## src/rtl/ofc64_pkg.sv

```systemverilog
// Package for the object Fletcher-64 checker.
// Transaction structs, the modulus constants and the end-around-carry adder.
// No dependencies.
`default_nettype none

package ofc64_pkg;

   localparam int unsigned WORD_W  = 32;
   localparam int unsigned CHECK_W = 2 * WORD_W;

   localparam logic [WORD_W-1:0]  FL_MOD      = '1;
   localparam logic [CHECK_W-1:0] FL_ALL_ONES = '1;

   typedef struct packed {
      logic [WORD_W-1:0] data_word;
      logic              last_word;
   } req_type;

   typedef struct packed {
      logic [CHECK_W-1:0] computed_check;
      logic               check_passed;
      logic               stored_all_ones;
   } rsp_type;

   // final sums and stored checksum of one object, handed to the fold stage
   typedef struct packed {
      logic [WORD_W-1:0]  first_sum;
      logic [WORD_W-1:0]  second_sum;
      logic [CHECK_W-1:0] stored_check;
   } fold_type;

   // (a + b) mod 2^32-1, for a + b < 2 * (2^32-1) + 1
   function automatic logic [WORD_W-1:0] mod_add(input logic [WORD_W-1:0] a,
                                                  input logic [WORD_W-1:0] b);
      logic [WORD_W:0] sum;
      logic [WORD_W:0] inc;
      sum = {1'b0, a} + {1'b0, b};
      inc = sum + {{WORD_W{1'b0}}, 1'b1};
      return inc[WORD_W] ? inc[WORD_W-1:0] : sum[WORD_W-1:0];
   endfunction

endpackage

`default_nettype wire

```

## src/rtl/ofc64_fold.sv

```systemverilog
// Fold stage: turns the final running sums into the 64-bit check value
// and compares it with the stored checksum. Uses ofc64_pkg.
`default_nettype none

module ofc64_fold
   import ofc64_pkg::*;
(
   input  fold_type fold,
   output rsp_type  result
);

   logic [WORD_W-1:0] low_half;
   logic [WORD_W-1:0] high_half;
   logic              ones;

   // m - x is the complement of x for x in [0, m]
   assign low_half  = ~mod_add(fold.first_sum, fold.second_sum);
   assign high_half = ~mod_add(fold.first_sum, low_half);
   assign ones      = (fold.stored_check == FL_ALL_ONES);

   always_comb begin
      result.computed_check  = {high_half, low_half};
      result.check_passed    = !ones && ({high_half, low_half} == fold.stored_check);
      result.stored_all_ones = ones;
   end

endmodule

`default_nettype wire

```

## config.mk

```make
export PLATFORM = sky130hd
export DESIGN_NAME = ofc64_fold
export DESIGN_NICKNAME = d
export VERILOG_FILES = /design/src/rtl/ofc64_pkg.sv /design/src/rtl/ofc64_fold.sv
export SDC_FILE = /design/constraint.sdc
export NUM_CORES = 1
export LEC_CHECK = 0
export BUFFER_PORTS_ARGS = -buffer_cell sky130_fd_sc_hd__buf_2
export CORE_AREA = 3 3 126 128
export DETAILED_ROUTE_END_ITERATION = 8
export DIE_AREA = 0 0 129 131
export PLACE_DENSITY = 0.84
export SLEW_MARGIN = 30
export SYNTH_ARGS = -nofsm -noshare
export SYNTH_HDL_FRONTEND = slang
export SYNTH_SLANG_ARGS = --single-unit
```

## constraint.sdc

```tcl
create_clock -name vclk -period 15.9
set_clock_uncertainty 0.2 [all_clocks]
set_input_delay 3.18 -clock vclk [all_inputs]
set_output_delay 3.18 -clock vclk [all_outputs]
set_load 0.01 [all_outputs]
```

==> qor.yml, run 1 <==
worst_setup_path:
  crit_top_cell: "o21ai_1"
  start_kind: "input port"
  path_class: "in2out"
  critPathMaxStageDelay_ps: 570
  critPathSlowestCell: "or4b_4"
  cp_max_fo: 8
  crit_path_end_kind: "primary output"
  worstPathArrival_ps: 12320
  required_ps: 12520
drt:
  first_iter_violations: 2355
  ant_nets: 0
  viasPerCell: 7.34
  wirelength_mm: 41.4
  drc: 0
  vias: 12400
  drt-pass1-iter-count: 7
  wl_per_cell_microns: 24.6
cells_and_area:
  seq_area_sq_um: 0
  nFillCells: 1347
  areaGrowthSynthToFinish_pct: 21.6
  final_core_util_pct: 69.9
  clkbuf_count: 0
  nNetsFinal: 1695
  antenna_cells: 0
  final_layout_size_suffix_gt1_share_pct: 24.8
  seq_cell_count: 0
  final_area_sq_um: 10500
sta:
  worstMarginPinSlew_ps: 823
  report.final.slew_viol_count: 0
  setup_slack_ps: 198
  min_period_over_period_pct: 98.8
  setup_viol: 0
  final-hold-violation-count: 0
  max_slew_margin_pct: 44.7
  period_needed_ps: 15700
  fmax_mhz: 63.7
logic_synthesis:
  syn-instance-count: 1268
  ys_seq_area_share_pct: 0
  synth_top_area_share_pct: 9.60
  ys_top_cells_by_area: "ha_1, xnor2_1, a21oi_1, nor2_1, nand2_1"
  avgSynthCellArea_sq_um: 6.79
  synth_warnings: 0
  synth_nets: 1464
  synth_area_sq_um: 8600
  synth_common_cells: "nor2_1, nand2_1, a21oi_1, xnor2_1, o21ai_0"
  ys_types: 108
  synth_top_cell_by_area: "ha_1"
  post-synth-top-count-cell: "nor2_1"
floorplanning:
  die_y_microns: 131
  start_util_pct: 57.5
  core_sq_um: 15000
  dieArea_sq_um: 16900
  die_w_microns: 129
  num_io_pins: 194
  rows: 45
global_route:
  grt_pass1_vias: 10900
  grt_overflow: 0
  grt_pass1_wl_mm: 61.1
  grt_max_degree: 18
  antenna_found_initial: 0
  track_usage_pct: 45.8
pwr:
  p_leak_nw: 4.35
  peakVddDrop_v: 0.0000792
  power_density_nw_per_um2: 108
run_status:
  status: "completed"
placement:
  globalplace.congestion: 1.15
  place_hpwl_mm: 34.9
  pre_cts_slack_ps: -163
  port_buffers: 194
  placed_cell_area_sq_um: 10200
clock_tree:
  cts_hold_buf: 0
min_path:
  hold_class: "in2out"
run:
  cap_violations: 0
-- per-stage QoR --
stage	instances	total power, mW	hold slack (ps)	TNS (ps)
floorplan	1268	0.665	6370	0
global placement	1678	1.03	6700	-53.0
detailed placement	1678	1.04	6720	-163
CTS	1678	1.05	6720	0
global route	1685	1.19	6750	-98.7
finish	1685	1.13	6730	0
-- worst paths after layout --
check | slack (ps) | end | startpoint | cells past startpoint
hold / removal | 6730 | result[1] | fold[29] | 6
setup / recovery | 200 | result[1] | fold[64] | 32
-- where the power goes --
part           total [mW]  leakage (nW)  internal (mW)  switching (mW)
clock network           0             0              0               0
registers               0             0              0               0
logic                1.13          4.35          0.431           0.696
-- worst max-delay path: cells and delay by family --
kind                       cells  cell delay, ps
and+or+nand+nor                9            2920
xor gates and xnor gates       2             430
AOI/OAI and AO/OA             15            4130
adders and majority gates      3            1140
buffers and inverters          3             480
-- routing by layer --
| metal | GRT usage, % | vias to the layer above | wire length, microns |
|---|---|---|---|
| met5 | 0 | - | 0 |
| met4 | 15.5 | 0 | 2120 |
| met3 | 12.2 | 200 | 6560 |
| met2 | 68.0 | 1150 | 16600 |
| met1 | 63.9 | 5630 | 16100 |
| li1 | - | 5383 | - |
-- timing repair --
action	CTS	global route
resized for setup	2	41
pin swaps	0	6
gates cloned	0	0
setup buffers	0	7
endpoints found under the setup margin	1	1
-- cells in the final DEF (no fill, tap or decap), drive strengths merged, types with 25 or more instances in the layout --
cell   Yosys  final
o21ai     86     86
nand2    103    103
a21o      25     25
nor3      48     48
buf       31    285
nor4      26     26
inv       45     45
ha        66     66
nand3     51     51
xor2      40     40
xnor2     93     93
nor2     108    108
nand4     56     56
a21oi     95     95
-- cell families after synthesis --
kind of cell / after synthesis / share of synthesized area [%]
xor gates and xnor gates: 138 / 15.0
muxes: 12 / 1.47
adders and majority gates: 68 / 10.1
buffers and inverters: 101 / 5.12
and+or+nand+nor: 540 / 35.2
AOI/OAI and AO/OA: 409 / 33.2
-- layout make-up --
cell class,count,area [sq um],share of cell area (%)
Tap cell,188,235,2.25
Multi-Input combinational cell,1167,8410,80.3
Timing Repair Buffer,285,1650,15.8
Inverter,45,169,1.61
(Power assumes the default switching activity.)
==> run 2, diff against run 1 <==
--- a/config.mk
+++ b/config.mk
@@ -6,9 +6,10 @@
 export NUM_CORES = 1
 export LEC_CHECK = 0
 export BUFFER_PORTS_ARGS = -buffer_cell sky130_fd_sc_hd__buf_2
-export CORE_AREA = 3 3 126 128
+export CORE_AREA = 3 3 132 134
 export DETAILED_ROUTE_END_ITERATION = 8
-export DIE_AREA = 0 0 129 131
+export DIE_AREA = 0 0 135 137
+export GPL_ROUTABILITY_DRIVEN = 0
 export PLACE_DENSITY = 0.84
 export SLEW_MARGIN = 30
 export SYNTH_ARGS = -nofsm -noshare
==> constraint.sdc (replaced) <==
create_clock -name vclk -period 12.8
set_clock_uncertainty 0.2 [all_clocks]
set_input_delay 2.56 -clock vclk [all_inputs]
set_output_delay 2.56 -clock vclk [all_outputs]
set_load 0.01 [all_outputs]
==> run 2 against run 1 <==
Synthesized area is the same. The flow now stops in global routing. Synthesized cell count stayed put.
==> qor.yml, run 2 <==
logic_synthesis:
  syn-instance-count: 1268  # unchanged
  avgSynthCellArea_sq_um: 6.79  # unchanged
  synth_common_cells: "nor2_1, nand2_1, a21oi_1, xnor2_1, o21ai_0"
  synth_top_area_share_pct: 9.60  # unchanged
  synth_warnings: 0  # unchanged
  synth_nets: 1464  # unchanged
  synth_area_sq_um: 8600  # unchanged
  ys_seq_area_share_pct: 0  # unchanged
  post-synth-top-count-cell: "nor2_1"
  ys_top_cells_by_area: "ha_1, xnor2_1, a21oi_1, nor2_1, nand2_1"
  ys_types: 108  # unchanged
  synth_top_cell_by_area: "ha_1"
global_route:
  grt_max_degree: 19
  grt_pass1_wl_mm: 118
  track_usage_pct: 81.8
  grt_overflow: 144
  grt_pass1_vias: 19700
run_status:
  tool.error: "[ERROR GRT-0116] Global routing finished with congestion. Check the congestion regions in the DRC Viewer."
  status: "stopped before the end"
  lastStage: "global routing"
floorplanning:
  die_y_microns: 137  # +4.6%
  die_w_microns: 135  # +4.7%
  rows: 47  # +4.4%
  num_io_pins: 194  # unchanged
  start_util_pct: 52.4  # -5.0 points
placement:
  port_buffers: 194  # unchanged
  dpl.cell_count: 2146  # +28%
  place_hpwl_mm: 44.1  # +26%
  placed_cell_area_sq_um: 13700  # +34%
clock_tree:
  cts_hold_buf: 0  # unchanged
## run 2: logic make-up after synthesis
logic type               after synthesis  synth area share, %
AO/OA/AOI/OAI                        409                 33.2
adder cells (fa/ha/maj)               68                 10.1
XOR/XNOR                             138                 15.0
multiplexers                          12                 1.47
AND/OR/NAND/NOR                      540                 35.2
buffers and inverters                101                 5.12
## run 2: per-stage QoR
| stage | setup WS (ps) | hold slack, ps |
|---|---|---|
| floorplan | 17.2 | 5160 |
| global placement | -617 | 5480 |
| detailed placement | -1230 | 5510 |
| CTS | -356 | 5510 |
## run 2: routing by layer
metal / GRT usage [%] / GRT overflow
met5: 37.8 / 1
met4: 89.2 / 63
met3: 70.2 / 4
met2: 95.3 / 71
met1: 78.4 / 5
## run 2: repair_timing
| action | CTS |
|---|---|
| pin swaps | 60 |
| resized for setup | 169 |
| setup endpoints to repair | 18 |
| buffers inserted | 28 |
==> run 3, diff against run 2 <==
--- a/config.mk
+++ b/config.mk
@@ -6,11 +6,11 @@
 export NUM_CORES = 1
 export LEC_CHECK = 0
 export BUFFER_PORTS_ARGS = -buffer_cell sky130_fd_sc_hd__buf_2
-export CORE_AREA = 3 3 132 134
+export CORE_AREA = 3 3 151 153
 export DETAILED_ROUTE_END_ITERATION = 8
-export DIE_AREA = 0 0 135 137
+export DIE_AREA = 0 0 154 156
 export GPL_ROUTABILITY_DRIVEN = 0
-export PLACE_DENSITY = 0.84
+export PLACE_DENSITY_LB_ADDON = 0.15
 export SLEW_MARGIN = 30
 export SYNTH_ARGS = -nofsm -noshare
 export SYNTH_HDL_FRONTEND = slang
==> constraint.sdc (replaced) <==
create_clock -name vclk -period 16.64
set_clock_uncertainty 0.2 [all_clocks]
set_input_delay 3.328 -clock vclk [all_inputs]
set_output_delay 3.328 -clock vclk [all_outputs]
set_load 0.01 [all_outputs]
==> run 3 against run 2 <==
The flow now finishes without violations.
==> qor.yml, run 3 (same netlist as run 1, synthesis figures left out) <==
placement:
  port_buffers: 194  # unchanged
  place_hpwl_mm: 35.2  # -20%
drt:
  wl_per_cell_microns: 23.6
  wirelength_mm: 41.0
  first_iter_violations: 1411
  drc: 0
  drt-pass1-iter-count: 6
  viasPerCell: 6.71
  vias: 11700
  ant_nets: 0
global_route:
  grt_pass1_wl_mm: 60.8
  antenna_found_initial: 0
  grt_overflow: 0
  grt_pass1_vias: 10300
  track_usage_pct: 31.6
  grt_max_degree: 32
worst_setup_path:
  crit_top_cell: "buf_4"
  critPathMaxStageDelay_ps: 560
  required_ps: 13110
  path_delay_family: "simple AND/OR/NAND/NOR gates"
  crit_path_end_kind: "primary output"
  path_class: "in2out"
  critPathSlowestCell: "o21ai_0"
  crit_buf_inv: 6
  start_kind: "input port"
  worstPathArrival_ps: 12850
  cp_max_fo: 9
pwr:
  power_density_nw_per_um2: 101
  p_leak_nw: 4.11
  peakVddDrop_v: 0.0000464
cells_and_area:
  seq_area_sq_um: 0
  nNetsFinal: 1656
  nFillCells: 2293
  final_core_util_pct: 46.8
  final_layout_size_suffix_gt1_share_pct: 21.9
  clkbuf_count: 0
  layout_commonest_cell: "buf_2"
  areaGrowthSynthToFinish_pct: 17.9
  final_cell_mix: "buf_2, nor2_1, nand2_1"
  antenna_cells: 0
  seq_cell_count: 0
floorplanning:
  dieArea_sq_um: 24000
  rows: 54  # +15%
  start_util_pct: 39.7  # -13 points
  num_io_pins: 194  # unchanged
  die_y_microns: 156  # +14%
  core_sq_um: 21700
  die_w_microns: 154  # +14%
sta:
  fmax_mhz: 61.1
  max_slew_margin_pct: 38.0
  tns_ps: 0
  setup_viol: 0
  report.final.slew_viol_count: 0
  final-hold-violation-count: 0
  period_needed_ps: 16380
  min_period_over_period_pct: 98.4
  worstMarginPinSlew_ps: 923
run:
  cap_violations: 0
run_status:
  status: "completed"
min_path:
  hold_class: "in2out"
clock_tree:
  cts_hold_buf: 0  # unchanged
[run 3: cell type report]
class | instances | area, sq um | share of cell area (%)
well taps | 280 | 350 | 3.45
multi-input cells | 1167 | 8260 | 81.5
repair buffers | 246 | 1360 | 13.4
inverters | 45 | 169 | 1.67
[run 3: final timing paths]
kind      from  depth (start not counted)  slack [ps]         to
max   fold[96]                         35         260  result[1]
min   fold[64]                          4        7020  result[2]
[run 3: power by group]
part	internal (mW)	switching (mW)
combinational	0.380	0.643
clock	0	0
sequential	0	0
[run 3: through the flow]
stage | total power, mW | cells | instance area, sq um | hold slack, ps | setup slack [ps]
floorplan | 0.635 | 1268 | 8600 | 6660 | 1870
global placement | 0.977 | 1735 | 10000 | 7010 | 93.3
global route | 1.09 | 1738 | 10100 | 7080 | -152
finish | 1.02 | 1738 | 10100 | 7020 | 261
detailed placement | 0.975 | 1735 | 10000 | 7010 | 86.4
CTS | 0.979 | 1735 | 10000 | 7010 | 62.1
[run 3: what timing repair did]
item / CTS / global route
setup endpoints to repair: 0 / 1
buffers inserted: 0 / 3
resized for setup: 0 / 21
[run 3: metal layers]
metal	up-vias	share of wire, %	routed length [microns]	GRT usage, %
met1	5392	43	17500	45.9
li1	5316	-	-	-
met3	108	12	5010	5.16
met2	851	41	16900	47.9
met5	-	0	0	0
met4	0	3.9	1600	9.13
==> run 4, diff against run 3 <==
--- a/config.mk
+++ b/config.mk
@@ -6,9 +6,9 @@
 export NUM_CORES = 1
 export LEC_CHECK = 0
 export BUFFER_PORTS_ARGS = -buffer_cell sky130_fd_sc_hd__buf_2
-export CORE_AREA = 3 3 151 153
+export CORE_AREA = 3 3 161 163
 export DETAILED_ROUTE_END_ITERATION = 8
-export DIE_AREA = 0 0 154 156
+export DIE_AREA = 0 0 164 166
 export GPL_ROUTABILITY_DRIVEN = 0
 export PLACE_DENSITY_LB_ADDON = 0.15
 export SLEW_MARGIN = 30
==> run 4 against run 3 <==
Sequential cell count stayed put. Count of clock-buffer cells in the layout unchanged. First-iteration DRC count is 3.2% lower. Cell count is 2.5% higher. Fmax up 0.80%. Via count down 1.2%.
==> qor.yml, run 4 (same netlist as run 1, synthesis figures left out) <==
global_route:
  grt_overflow: 0  # unchanged
  track_usage_pct: 29.1  # -2.4 points
  grt_max_degree: 32  # unchanged
  grt_pass1_vias: 10400  # +1.1%
  grt_pass1_wl_mm: 63.0  # +3.7%
  antenna_found_initial: 0  # unchanged
floorplanning:
  rows: 57  # +5.6%
  die_w_microns: 164  # +6.5%
  start_util_pct: 35.2  # -4.5 points
  core_sq_um: 24500  # +13%
  dieArea_sq_um: 27200  # +13%
  die_y_microns: 166  # +6.4%
  num_io_pins: 194  # unchanged
cells_and_area:
  seq_area_sq_um: 0  # unchanged
  final_cells: 1781  # +2.5%
  areaGrowthSynthToFinish_pct: 19.5
  final_cell_mix: "buf_2, nor2_1, nand2_1"
  seq_cell_count: 0  # unchanged
  clkbuf_count: 0  # unchanged
  layout_commonest_cell: "buf_2"
  final_layout_size_suffix_gt1_share_pct: 22.4  # +0.51 points
  nNetsFinal: 1654  # -0.12%
  final_core_util_pct: 42.0  # -4.8 points
drt:
  drt-pass1-iter-count: 8  # +2
  ant_nets: 0  # unchanged
  drc: 0  # unchanged
  viasPerCell: 6.47  # -3.6%
  first_iter_violations: 1366  # -3.2%
  vias: 11500  # -1.2%
  wl_per_cell_microns: 23.7  # +0.56%
  wirelength_mm: 42.3  # +3.0%
min_path:
  hold_path_startpoint: "fold[64]"
  hold_class: "in2out"
worst_setup_path:
  critPathMaxStageDelay_ps: 650  # +90 ps
  path_class: "in2out"
  critPathSlowestCell: "or4_1"
  cp_max_fo: 8  # -1
  start_kind: "input port"
  worstPathArrival_ps: 12720  # -130 ps
  crit_path_end_kind: "primary output"
  required_ps: 13110  # about the same
  crit_start: "fold[96]"
placement:
  place_hpwl_mm: 36.3  # +3.1%
  dpl.cell_count: 1778  # +2.5%
  port_buffers: 194  # unchanged
sta:
  period_needed_ps: 16250  # -130 ps
  min_period_over_period_pct: 97.6  # -0.78 points
  report.final.slew_viol_count: 0  # unchanged
  max_slew_margin_pct: 42.2  # +4.2 points
  tns_ps: 0  # unchanged
  setup_viol: 0  # unchanged
  fmax_mhz: 61.5  # +0.80%
  worstMarginPinSlew_ps: 861  # -62.5 ps
  final-hold-violation-count: 0  # unchanged
  hold_ws_ps: 7030  # +11.0 ps
run_status:
  status: "completed"
run:
  cap_violations: 0  # unchanged
-- run 4: cell types whose count changed in the layout (fill, tap and decap cells not counted), moves of 2 or more --
cell     delta
ha_2        +2
o21ai_1     -2
o21ai_2     +3
xnor2_4     +2
xnor2_1     -3
ha_1        -2
buf_4       -2
-- run 4: cell type report --
class                           count  area [sq um]
Fill cell                        2615         14200
Multi-Input combinational cell   1167          8360
Timing Repair Buffer              244          1350
Tap cell                          324           405
Inverter                           45           169
Antenna cell                        1          2.50
-- run 4: what timing repair did --
action / in CTS / in global routing
hold buffers: 0 / 0
endpoints found under the setup margin: 1 / 1
gates resized for setup: 6 / 30
pin swaps: 0 / 4
buffers inserted: 0 / 2
-- run 4: final timing paths --
| kind | to | slack [ps] | cells after the start |
|---|---|---|---|
| hold / removal | result[2] | 7030 | 4 |
| setup / recovery | result[1] | 390 | 33 |
-- run 4: metal layers --
metal	vias up	global-route usage (%)	part of all wire [%]
met3	102	4.66	10
met4	0	7.54	3.5
met5	-	0	0
met2	725	44.8	43
li1	5308	-	-
met1	5396	42.1	44
-- run 4: through the flow --
| step | setup WS (ps) | instance area [sq um] |
|---|---|---|
| 2_1_floorplan | 1870 | 8600 |
| 3_3_place_gp | -279 | 10100 |
| 3_5_place_dp | -293 | 10100 |
| 4_1_cts | 80.1 | 10100 |
| 5_1_grt | -27.6 | 10300 |
| 6_report | 391 | 10300 |
-- run 4: critical path, delay by kind of cell --
kind	cells	cell delay, ps
buffers and inverters	6	860
AOI/OAI and AO/OA	5	1270
xor gates and xnor gates	3	780
and+or+nand+nor	16	5310
adders and majority gates	3	1150
